<file path="src/rtl/core/rwa_pkg.sv">
// Shared types and constants for the running window average core.
// Used by the top level and the divider; no dependencies of its own.
// Holds field widths, register defaults, the control state type and divider status.
package rwa_pkg;

    localparam int SAMPLE_W       = 16;
    localparam int CFG_W          = 7;
    localparam int DEFAULT_DEPTH  = 64;
    localparam logic [CFG_W-1:0] CFG_RESET = 7'd64;

    // Largest magnitudes of a signed 16-bit average.
    localparam int AVG_POS_LIMIT  = 32767;
    localparam int AVG_NEG_LIMIT  = 32768;

    typedef enum logic [2:0] {
        ST_IDLE,
        ST_READ,
        ST_START,
        ST_DIV,
        ST_OUT
    } rwa_state_t;

    typedef struct packed {
        logic busy;
        logic done;
    } rwa_div_status_t;

endpackage

</file>
<file path="src/rtl/core/running_window_average_core.sv">
// Top level of the running window average core.
// Depends on rwa_pkg, rwa_ram (sample ring) and rwa_div (rounding divider).

// The core takes one signed 16-bit sample per input word, stores it in a ring of
// window_length entries held in a RAM, keeps a running sum by removing the entry it
// overwrites, and returns one output word per sample: the mean of the stored samples,
// rounded half away from zero and saturated to the 16-bit range. Until the ring has
// wrapped once the divisor is the number of samples taken; after that it is the window
// length. A window_length of 0 acts as 1 and a value above WINDOW_DEPTH acts as
// WINDOW_DEPTH; changing it does not clear the ring, the sum or the write position.
// The ring reads as all zeros after reset through one valid bit per entry, so there is
// no clearing pass. One sample is processed at a time: from acceptance, the old entry is
// read, then sum and ring are updated, then the divide is set up, then the restoring
// divider produces one quotient bit per cycle and flags done, and then the output register
// is loaded. A new word is accepted only once the previous one has been loaded into the
// output register. The input is accepted again while a finished output word
// still waits for m_axis_tready. Configuration writes are always ready and must only
// be issued while the core is idle.
module running_window_average_core #(
    parameter int WINDOW_DEPTH = rwa_pkg::DEFAULT_DEPTH
) (
    input  logic                         clk,
    input  logic                         rst_n,
    // Configuration write channel: window_length.
    input  logic                         cfg_valid,
    output logic                         cfg_ready,
    input  logic [rwa_pkg::CFG_W-1:0]    cfg_data,
    // Input stream. tdata bits [15:0]: sample.
    input  logic                         s_axis_tvalid,
    output logic                         s_axis_tready,
    input  logic [rwa_pkg::SAMPLE_W-1:0] s_axis_tdata,
    // Output stream. tdata bits [15:0]: average.
    output logic                         m_axis_tvalid,
    input  logic                         m_axis_tready,
    output logic [rwa_pkg::SAMPLE_W-1:0] m_axis_tdata
);

    import rwa_pkg::*;

    // Ring address width, width to hold a length up to the depth, and sum width.
    localparam int ADDR_W = (WINDOW_DEPTH > 1) ? $clog2(WINDOW_DEPTH) : 1;
    localparam int LEN_W  = $clog2(WINDOW_DEPTH + 1);
    localparam int SUM_W  = SAMPLE_W + ADDR_W;
    // Divider operands: 2*|sum| + den over 2*den.
    localparam int NUM_W  = SUM_W + 1;
    localparam int DEN_W  = LEN_W + 1;

    rwa_state_t                  state_reg;
    rwa_state_t                  state_next;
    logic [CFG_W-1:0]            length_reg;
    logic [ADDR_W-1:0]           pos_reg;
    logic [ADDR_W-1:0]           pos_next;
    logic                        filled_reg;
    logic                        filled_next;
    logic signed [SUM_W-1:0]     sum_reg;
    logic signed [SUM_W-1:0]     sum_next;
    logic [LEN_W-1:0]            den_reg;
    logic [LEN_W-1:0]            den_next;
    logic [ADDR_W-1:0]           idx_reg;
    logic [ADDR_W-1:0]           idx_next;
    logic signed [SAMPLE_W-1:0]  sample_reg;
    logic signed [SAMPLE_W-1:0]  sample_next;
    logic                        neg_reg;
    logic                        neg_next;
    logic [SAMPLE_W-1:0]         avg_reg;
    logic [SAMPLE_W-1:0]         avg_next;
    logic                        out_valid_reg;
    logic                        out_valid_next;
    logic [SAMPLE_W-1:0]         out_data_reg;
    logic [SAMPLE_W-1:0]         out_data_next;
    logic [WINDOW_DEPTH-1:0]     entry_valid_reg;

    logic [LEN_W-1:0]            len_use;
    logic [ADDR_W-1:0]           idx_sel;
    logic [LEN_W-1:0]            idx_inc;
    logic signed [SAMPLE_W-1:0]  old_sample;
    logic [SAMPLE_W-1:0]         ram_rdata;
    logic                        ram_we;
    logic                        ram_re;
    logic                        div_start;
    logic [SUM_W-1:0]            sum_mag;
    logic [NUM_W-1:0]            dividend;
    logic [DEN_W-1:0]            divisor;
    logic [NUM_W-1:0]            quotient;
    rwa_div_status_t             div_status;

    assign cfg_ready     = 1'b1;
    assign s_axis_tready = (state_reg == ST_IDLE);
    assign m_axis_tvalid = out_valid_reg;
    assign m_axis_tdata  = out_data_reg;

    // Clamp the programmed length into 1..WINDOW_DEPTH.
    always_comb
    begin
        if (length_reg == '0)
        begin
            len_use = LEN_W'(1);
        end
        else if (9'(length_reg) > 9'(WINDOW_DEPTH))
        begin
            len_use = LEN_W'(WINDOW_DEPTH);
        end
        else
        begin
            len_use = LEN_W'(length_reg);
        end
    end

    // A write position left beyond a shrunken window falls back to entry zero.
    assign idx_sel    = (LEN_W'(pos_reg) < len_use) ? pos_reg : '0;
    assign idx_inc    = LEN_W'(idx_reg) + LEN_W'(1);
    assign old_sample = entry_valid_reg[idx_reg] ? $signed(ram_rdata) : '0;
    assign ram_re     = s_axis_tvalid && (state_reg == ST_IDLE);

    assign sum_mag  = sum_reg[SUM_W-1] ? SUM_W'(-sum_reg) : SUM_W'(sum_reg);
    assign dividend = {sum_mag, 1'b0} + NUM_W'(den_reg);
    assign divisor  = {den_reg, 1'b0};

    rwa_ram #(
        .WIDTH (SAMPLE_W),
        .DEPTH (WINDOW_DEPTH),
        .ADDR_W(ADDR_W)
    ) u_ring (
        .clk  (clk),
        .we   (ram_we),
        .waddr(idx_reg),
        .wdata(sample_reg),
        .re   (ram_re),
        .raddr(idx_sel),
        .rdata(ram_rdata)
    );

    rwa_div #(
        .NUM_W(NUM_W),
        .DEN_W(DEN_W)
    ) u_div (
        .clk     (clk),
        .rst_n   (rst_n),
        .start   (div_start),
        .dividend(dividend),
        .divisor (divisor),
        .quotient(quotient),
        .status  (div_status)
    );

    always_comb
    begin
        state_next     = state_reg;
        pos_next       = pos_reg;
        filled_next    = filled_reg;
        sum_next       = sum_reg;
        den_next       = den_reg;
        idx_next       = idx_reg;
        sample_next    = sample_reg;
        neg_next       = neg_reg;
        avg_next       = avg_reg;
        out_valid_next = out_valid_reg & ~m_axis_tready;
        out_data_next  = out_data_reg;
        ram_we         = 1'b0;
        div_start      = 1'b0;

        case (state_reg)
            ST_IDLE:
            begin
                // The old entry is read from the ring in the same cycle.
                if (s_axis_tvalid)
                begin
                    sample_next = $signed(s_axis_tdata);
                    idx_next    = idx_sel;
                    state_next  = ST_READ;
                end
            end
            ST_READ:
            begin
                // Swap the old entry for the new sample in the ring and in the sum.
                sum_next = sum_reg - SUM_W'(old_sample) + SUM_W'(sample_reg);
                ram_we   = 1'b1;
                if (idx_inc >= len_use)
                begin
                    pos_next    = '0;
                    filled_next = 1'b1;
                    den_next    = len_use;
                end
                else
                begin
                    pos_next = ADDR_W'(idx_inc);
                    den_next = filled_reg ? len_use : idx_inc;
                end
                state_next = ST_START;
            end
            ST_START:
            begin
                neg_next   = sum_reg[SUM_W-1];
                div_start  = 1'b1;
                state_next = ST_DIV;
            end
            ST_DIV:
            begin
                // Restore the sign and saturate to the 16-bit range.
                if (div_status.done)
                begin
                    if (!neg_reg)
                    begin
                        avg_next = (quotient > NUM_W'(AVG_POS_LIMIT)) ?
                                   SAMPLE_W'(AVG_POS_LIMIT) : quotient[SAMPLE_W-1:0];
                    end
                    else if (quotient > NUM_W'(AVG_NEG_LIMIT))
                    begin
                        avg_next = SAMPLE_W'(AVG_NEG_LIMIT);
                    end
                    else
                    begin
                        avg_next = ~quotient[SAMPLE_W-1:0] + SAMPLE_W'(1);
                    end
                    state_next = ST_OUT;
                end
            end
            ST_OUT:
            begin
                if (!out_valid_reg || m_axis_tready)
                begin
                    out_valid_next = 1'b1;
                    out_data_next  = avg_reg;
                    state_next     = ST_IDLE;
                end
            end
            default:
            begin
                state_next = ST_IDLE;
            end
        endcase
    end

    always_ff @(posedge clk or negedge rst_n)
    begin
        if (!rst_n)
        begin
            state_reg       <= ST_IDLE;
            length_reg      <= CFG_RESET;
            pos_reg         <= '0;
            filled_reg      <= 1'b0;
            sum_reg         <= '0;
            out_valid_reg   <= 1'b0;
            entry_valid_reg <= '0;
        end
        else
        begin
            state_reg     <= state_next;
            pos_reg       <= pos_next;
            filled_reg    <= filled_next;
            sum_reg       <= sum_next;
            out_valid_reg <= out_valid_next;
            if (cfg_valid && cfg_ready)
            begin
                length_reg <= cfg_data;
            end
            if (ram_we)
            begin
                entry_valid_reg[idx_reg] <= 1'b1;
            end
        end
    end

    always_ff @(posedge clk)
    begin
        den_reg      <= den_next;
        idx_reg      <= idx_next;
        sample_reg   <= sample_next;
        neg_reg      <= neg_next;
        avg_reg      <= avg_next;
        out_data_reg <= out_data_next;
    end

`ifndef SYNTHESIS
    // Every accepted word starts the ring read-modify-write.
    a_accept_to_read: assert property (@(posedge clk) disable iff (!rst_n)
        (s_axis_tvalid && s_axis_tready) |=> (state_reg == ST_READ))
        else $error("accepted word did not start a ring update");

    // A new output word only appears from the output load state.
    a_out_from_load: assert property (@(posedge clk) disable iff (!rst_n)
        $rose(m_axis_tvalid) |-> $past(state_reg == ST_OUT))
        else $error("output word appeared outside the output load");

    // The divisor handed to the divider is never zero.
    a_den_nonzero: assert property (@(posedge clk) disable iff (!rst_n)
        (state_reg == ST_START) |-> (den_reg != '0))
        else $error("zero divisor at divider start");

    // The divider only finishes while the control waits for it.
    a_div_done_in_div: assert property (@(posedge clk) disable iff (!rst_n)
        div_status.done |-> (state_reg == ST_DIV))
        else $error("divider finished outside the divide state");
`endif

endmodule

</file>
<file path="src/rtl/core/rwa_ram.sv">
// Generic single-port-write, single-port-read RAM with a registered read.
// No package dependency; width and depth come from parameters.
module rwa_ram #(
    parameter int WIDTH = 16,
    parameter int DEPTH = 64,
    parameter int ADDR_W = (DEPTH > 1) ? $clog2(DEPTH) : 1
) (
    input  logic              clk,
    input  logic              we,
    input  logic [ADDR_W-1:0] waddr,
    input  logic [WIDTH-1:0]  wdata,
    input  logic              re,
    input  logic [ADDR_W-1:0] raddr,
    output logic [WIDTH-1:0]  rdata
);

    logic [WIDTH-1:0] mem [DEPTH];
    logic [WIDTH-1:0] rdata_reg;

    always_ff @(posedge clk)
    begin
        if (we)
        begin
            mem[waddr] <= wdata;
        end
        if (re)
        begin
            rdata_reg <= mem[raddr];
        end
    end

    assign rdata = rdata_reg;

endmodule

</file>
<file path="src/rtl/core/rwa_div.sv">
// Iterative restoring divider, one quotient bit per clock cycle.
// Depends on rwa_pkg for the status struct.
module rwa_div #(
    parameter int NUM_W = 23,
    parameter int DEN_W = 8
) (
    input  logic                     clk,
    input  logic                     rst_n,
    input  logic                     start,
    input  logic [NUM_W-1:0]         dividend,
    input  logic [DEN_W-1:0]         divisor,
    output logic [NUM_W-1:0]         quotient,
    output rwa_pkg::rwa_div_status_t status
);

    import rwa_pkg::*;

    localparam int CNT_W = $clog2(NUM_W + 1);

    logic [NUM_W-1:0] acc_reg;
    logic [NUM_W-1:0] acc_next;
    logic [DEN_W-1:0] rem_reg;
    logic [DEN_W-1:0] rem_next;
    logic [DEN_W-1:0] dvs_reg;
    logic [CNT_W-1:0] cnt_reg;
    logic             busy_reg;
    logic             done_reg;
    logic [DEN_W:0]   rem_shift;
    logic [DEN_W+1:0] diff;
    logic             ge;

    // Bring down the next dividend bit and try a subtraction.
    always_comb
    begin
        rem_shift = {rem_reg, acc_reg[NUM_W-1]};
        diff      = {1'b0, rem_shift} - {2'b00, dvs_reg};
        ge        = ~diff[DEN_W+1];
        rem_next  = ge ? diff[DEN_W-1:0] : rem_shift[DEN_W-1:0];
        acc_next  = {acc_reg[NUM_W-2:0], ge};
    end

    always_ff @(posedge clk or negedge rst_n)
    begin
        if (!rst_n)
        begin
            busy_reg <= 1'b0;
            done_reg <= 1'b0;
            cnt_reg  <= '0;
        end
        else
        begin
            done_reg <= 1'b0;
            if (start)
            begin
                busy_reg <= 1'b1;
                cnt_reg  <= CNT_W'(NUM_W);
            end
            else if (busy_reg)
            begin
                cnt_reg <= cnt_reg - 1'b1;
                if (cnt_reg == CNT_W'(1))
                begin
                    busy_reg <= 1'b0;
                    done_reg <= 1'b1;
                end
            end
        end
    end

    always_ff @(posedge clk)
    begin
        if (start)
        begin
            acc_reg <= dividend;
            rem_reg <= '0;
            dvs_reg <= divisor;
        end
        else if (busy_reg)
        begin
            acc_reg <= acc_next;
            rem_reg <= rem_next;
        end
    end

    assign quotient    = acc_reg;
    assign status.busy = busy_reg;
    assign status.done = done_reg;

endmodule
</file>
<file path="config.mk">
export PLATFORM = sky130hd
export DESIGN_NAME = running_window_average_core
export DESIGN_NICKNAME = d
export VERILOG_FILES = /design/src/rtl/core/rwa_pkg.sv /design/src/rtl/core/running_window_average_core.sv /design/src/rtl/core/rwa_ram.sv /design/src/rtl/core/rwa_div.sv
export SDC_FILE = /design/constraint.sdc
export NUM_CORES = 2
export LEC_CHECK = 0
export BUFFER_PORTS_ARGS = -buffer_cell sky130_fd_sc_hd__buf_2
export CELL_PAD_IN_SITES_DETAIL_PLACEMENT = 1
export CELL_PAD_IN_SITES_GLOBAL_PLACEMENT = 1
export CORE_MARGIN = 1.5
export CORE_UTILIZATION = 50
export DETAILED_ROUTE_END_ITERATION = 6
export HOLD_SLACK_MARGIN = 0.05
export PLACE_DENSITY = 0.77
export SETUP_SLACK_MARGIN = 0.5
export SLEW_MARGIN = 25
export SYNTH_ARGS = -nofsm -noshare
export SYNTH_HDL_FRONTEND = slang
export SYNTH_HIERARCHICAL = 1
export SYNTH_SLANG_ARGS = --single-unit
</file>
<file path="constraint.sdc">
create_clock -name clk -period 8.61 [get_ports clk]
set_input_delay 1.722 -clock clk [delete_from_list [all_inputs] [get_ports clk]]
set_output_delay 1.722 -clock clk [all_outputs]
set_load 0.03 [all_outputs]
</file>
==> impl_metrics.tcl <==
set metrics [dict create \
    path_cells "buf_4 -> mux4_2 -> or2_2 -> o211ai_1 -> o2111ai_1 -> nor3_4 -> nor2b_1 -> fa_1 -> inv_1 -> ha_1 -> or3_1 -> a21o_1 -> o211ai_1 -> a21boi_0 -> o21a_1 -> o311ai_0 -> a2111oi_0 -> nand3b_1" \
    crit_fanout 31 \
    synth_cells 3026 \
    arrival_ps 6820 \
    grt_usage 0.2625 \
    hold_class "reg -> reg" \
    switching_power_mw 5.900 \
    start_util 0.5031 \
    placed_area_sq_um 54750 \
    cts_root_buffer "clkbuf_16" \
    power_density_nw_per_um2 310.5 \
    finalWorstSetupSlack_ps 2392 \
    rows 119 \
    pin_count 47 \
    fillers 9412 \
    nets 3264 \
    gp_congestion 0.8688 \
    syn_area_sq_um 52810 \
    grt_pass1_vias 31194 \
    worst_slew_pin_slew_ps 1162 \
    setup.worst_path.start_class "flip-flop" \
    reg2regPathDepth 18 \
    core-area_sq_um 105000 \
    finalSetupTns_ps 0 \
    largest_reg_flops 1024 \
    cp.depth 18 \
    area.growth.synth_to_final_pct 11.94 \
    clock_path_buffers 3 \
    min_period_ps 6218 \
    place_ws_ps 2207 \
    hpwl_um 85090 \
    chipWidth_um 328.0 \
    antenna_left 0 \
    clkLatencyLatePin_ps 740 \
    finalSetupViolCount 0 \
    fin_area_sq_um 59110 \
    numCtsBuffers 132 \
    hold_path_depth 0 \
    sw_frac_of_total 0.3215 \
    rsz0062_at_grt "no" \
    worst_path_max_delay_cell "edfxtp_1" \
    routed_via_density 6.269 \
    cp_top_family "compound AO/OA/AOI/OAI gates" \
    fin_util 0.5631 \
    synthesis.nets 3131 \
    finalClockSkew_ps 27.29 \
    critical_path.startpoint "idx_reg[0]" \
    cts_num_sinks 1252 \
    r2r-start "idx_reg[0]" \
    endpoint_kind "flip-flop" \
    port_buffers 45 \
    cts-hold-fix-buffers 0 \
    drt_wl_total_um 138400 \
    path_clk_slew_ps 60 \
    hold_viol_final 0 \
    cts.repair.resized 0 \
    drv_slew 0 \
    clkPwrFrac 0.308 \
    die_h_um 328.0 \
    status "finished clean" \
    fmax_mhz 160.8 \
    p_comb_frac 0.302 \
    path_buf_inv 2 \
    pwr-share-seq 0.390 \
    p_total_mw 18.35 \
    drt_iter0_markers 2809 \
    grt_start_max_net_pins 98 \
    timing.slew.headroom 0.2227 \
    num_vias 29193 \
    cpPeakStageDelay_ps 660 \
    post_synth.cell_area_avg_sq_um 17.45 \
    cap_violations 0 \
    peakVddDrop_v 0.0002312 \
    hp-start "avg_reg[12]" \
    fin_crit_sh 0.7222 \
    cts_tree "done" \
    drt-wirelength-per-cell_um 29.72 \
    dieArea_sq_um 107600 \
    final_layout_size_suffix_gt1_frac 0.2149 \
    antenna_found_initial 7 \
    p_leak_nw 19.87 \
    firstDrtPassIters 5 \
    cpMostUsedCell "o211ai_1" \
    htree_levels 4 \
    grt_pass1_wl_um 207300 \
    criticalPathCategory "reg -> reg" \
    regArea_sq_um 36960 \
    drcViolationCount 0 \
    p_int_mw 12.45 \
    yosys_warnings 6 \
    cp.required_ps 9210 \
    grt_overflow 0 \
    multi_input_area_sq_um 14580 \
    post_cts_buffers 0 \
]
-- final timing paths --
path	slack, ps	to
max in group asynchronous	6550	sum_reg[18]
min	420	m_axis_tdata[12]
max reg2reg	2390	sum_reg[13]
min reg2reg	420	m_axis_tdata[12]
min in group asynchronous	960	entry_valid_reg[48]
max	2390	sum_reg[13]
-- through the flow --
stage | hold WS (ps) | instances
after floorplan | 400.3 | 3026
after global placement | 404.4 | 4415
after detailed placement | 409.0 | 4415
after CTS | 424.9 | 4652
after global routing | 428.9 | 4653
final | 423.9 | 4657
-- power groups by stage --
stage | combinational, mW | clock (mW) | sequential, mW
after floorplan | 4.09 | 0 | 7.14
after global placement | 5.30 | 0 | 7.26
after detailed placement | 5.48 | 0 | 7.28
after CTS | 5.53 | 5.74 | 7.16
after global routing | 5.93 | 5.92 | 7.19
final | 5.54 | 5.65 | 7.16
-- area by class of cell --
class,count,area share
Clock buffer,160,0.05927
Clock inverter,77,0.01310
Inverter,120,0.007620
Timing Repair Buffer,151,0.01856
Antenna cell,4,0.0001693
Sequential cell,1252,0.6253
Multi-Input combinational cell,1502,0.2466
Tap cell,1391,0.02944
-- layer usage --
metal / share of wire / track usage / vias up
met5: 0.000072 / 0 / -
met4: 0.046 / 0.1163 / 2
met3: 0.073 / 0.05513 / 300
met2: 0.49 / 0.4356 / 1190
met1: 0.39 / 0.3347 / 15438
li1: - / - / 12263
-- cells in the final DEF (no fill, tap or decap), drive strengths merged, types with 20 or more instances in the layout --
| master | instances |
|---|---|
| a21o | 52 |
| clkinv | 55 |
| edfxtp | 1133 |
| nor2 | 126 |
| clkbuf | 160 |
| inv | 124 |
| xor2 | 20 |
| fa | 23 |
| mux2 | 63 |
| nor3 | 32 |
| mux2i | 96 |
| nand3 | 51 |
| nor2b | 55 |
| buf | 151 |
| a22oi | 41 |
| xnor2 | 43 |
| nand2 | 147 |
| dfrtp | 110 |
| o21bai | 35 |
| o31ai | 23 |
| ha | 54 |
| mux4 | 230 |
| a21oi | 52 |
| nand4 | 21 |
| o21ai | 67 |
(Power assumes the default switching activity.)
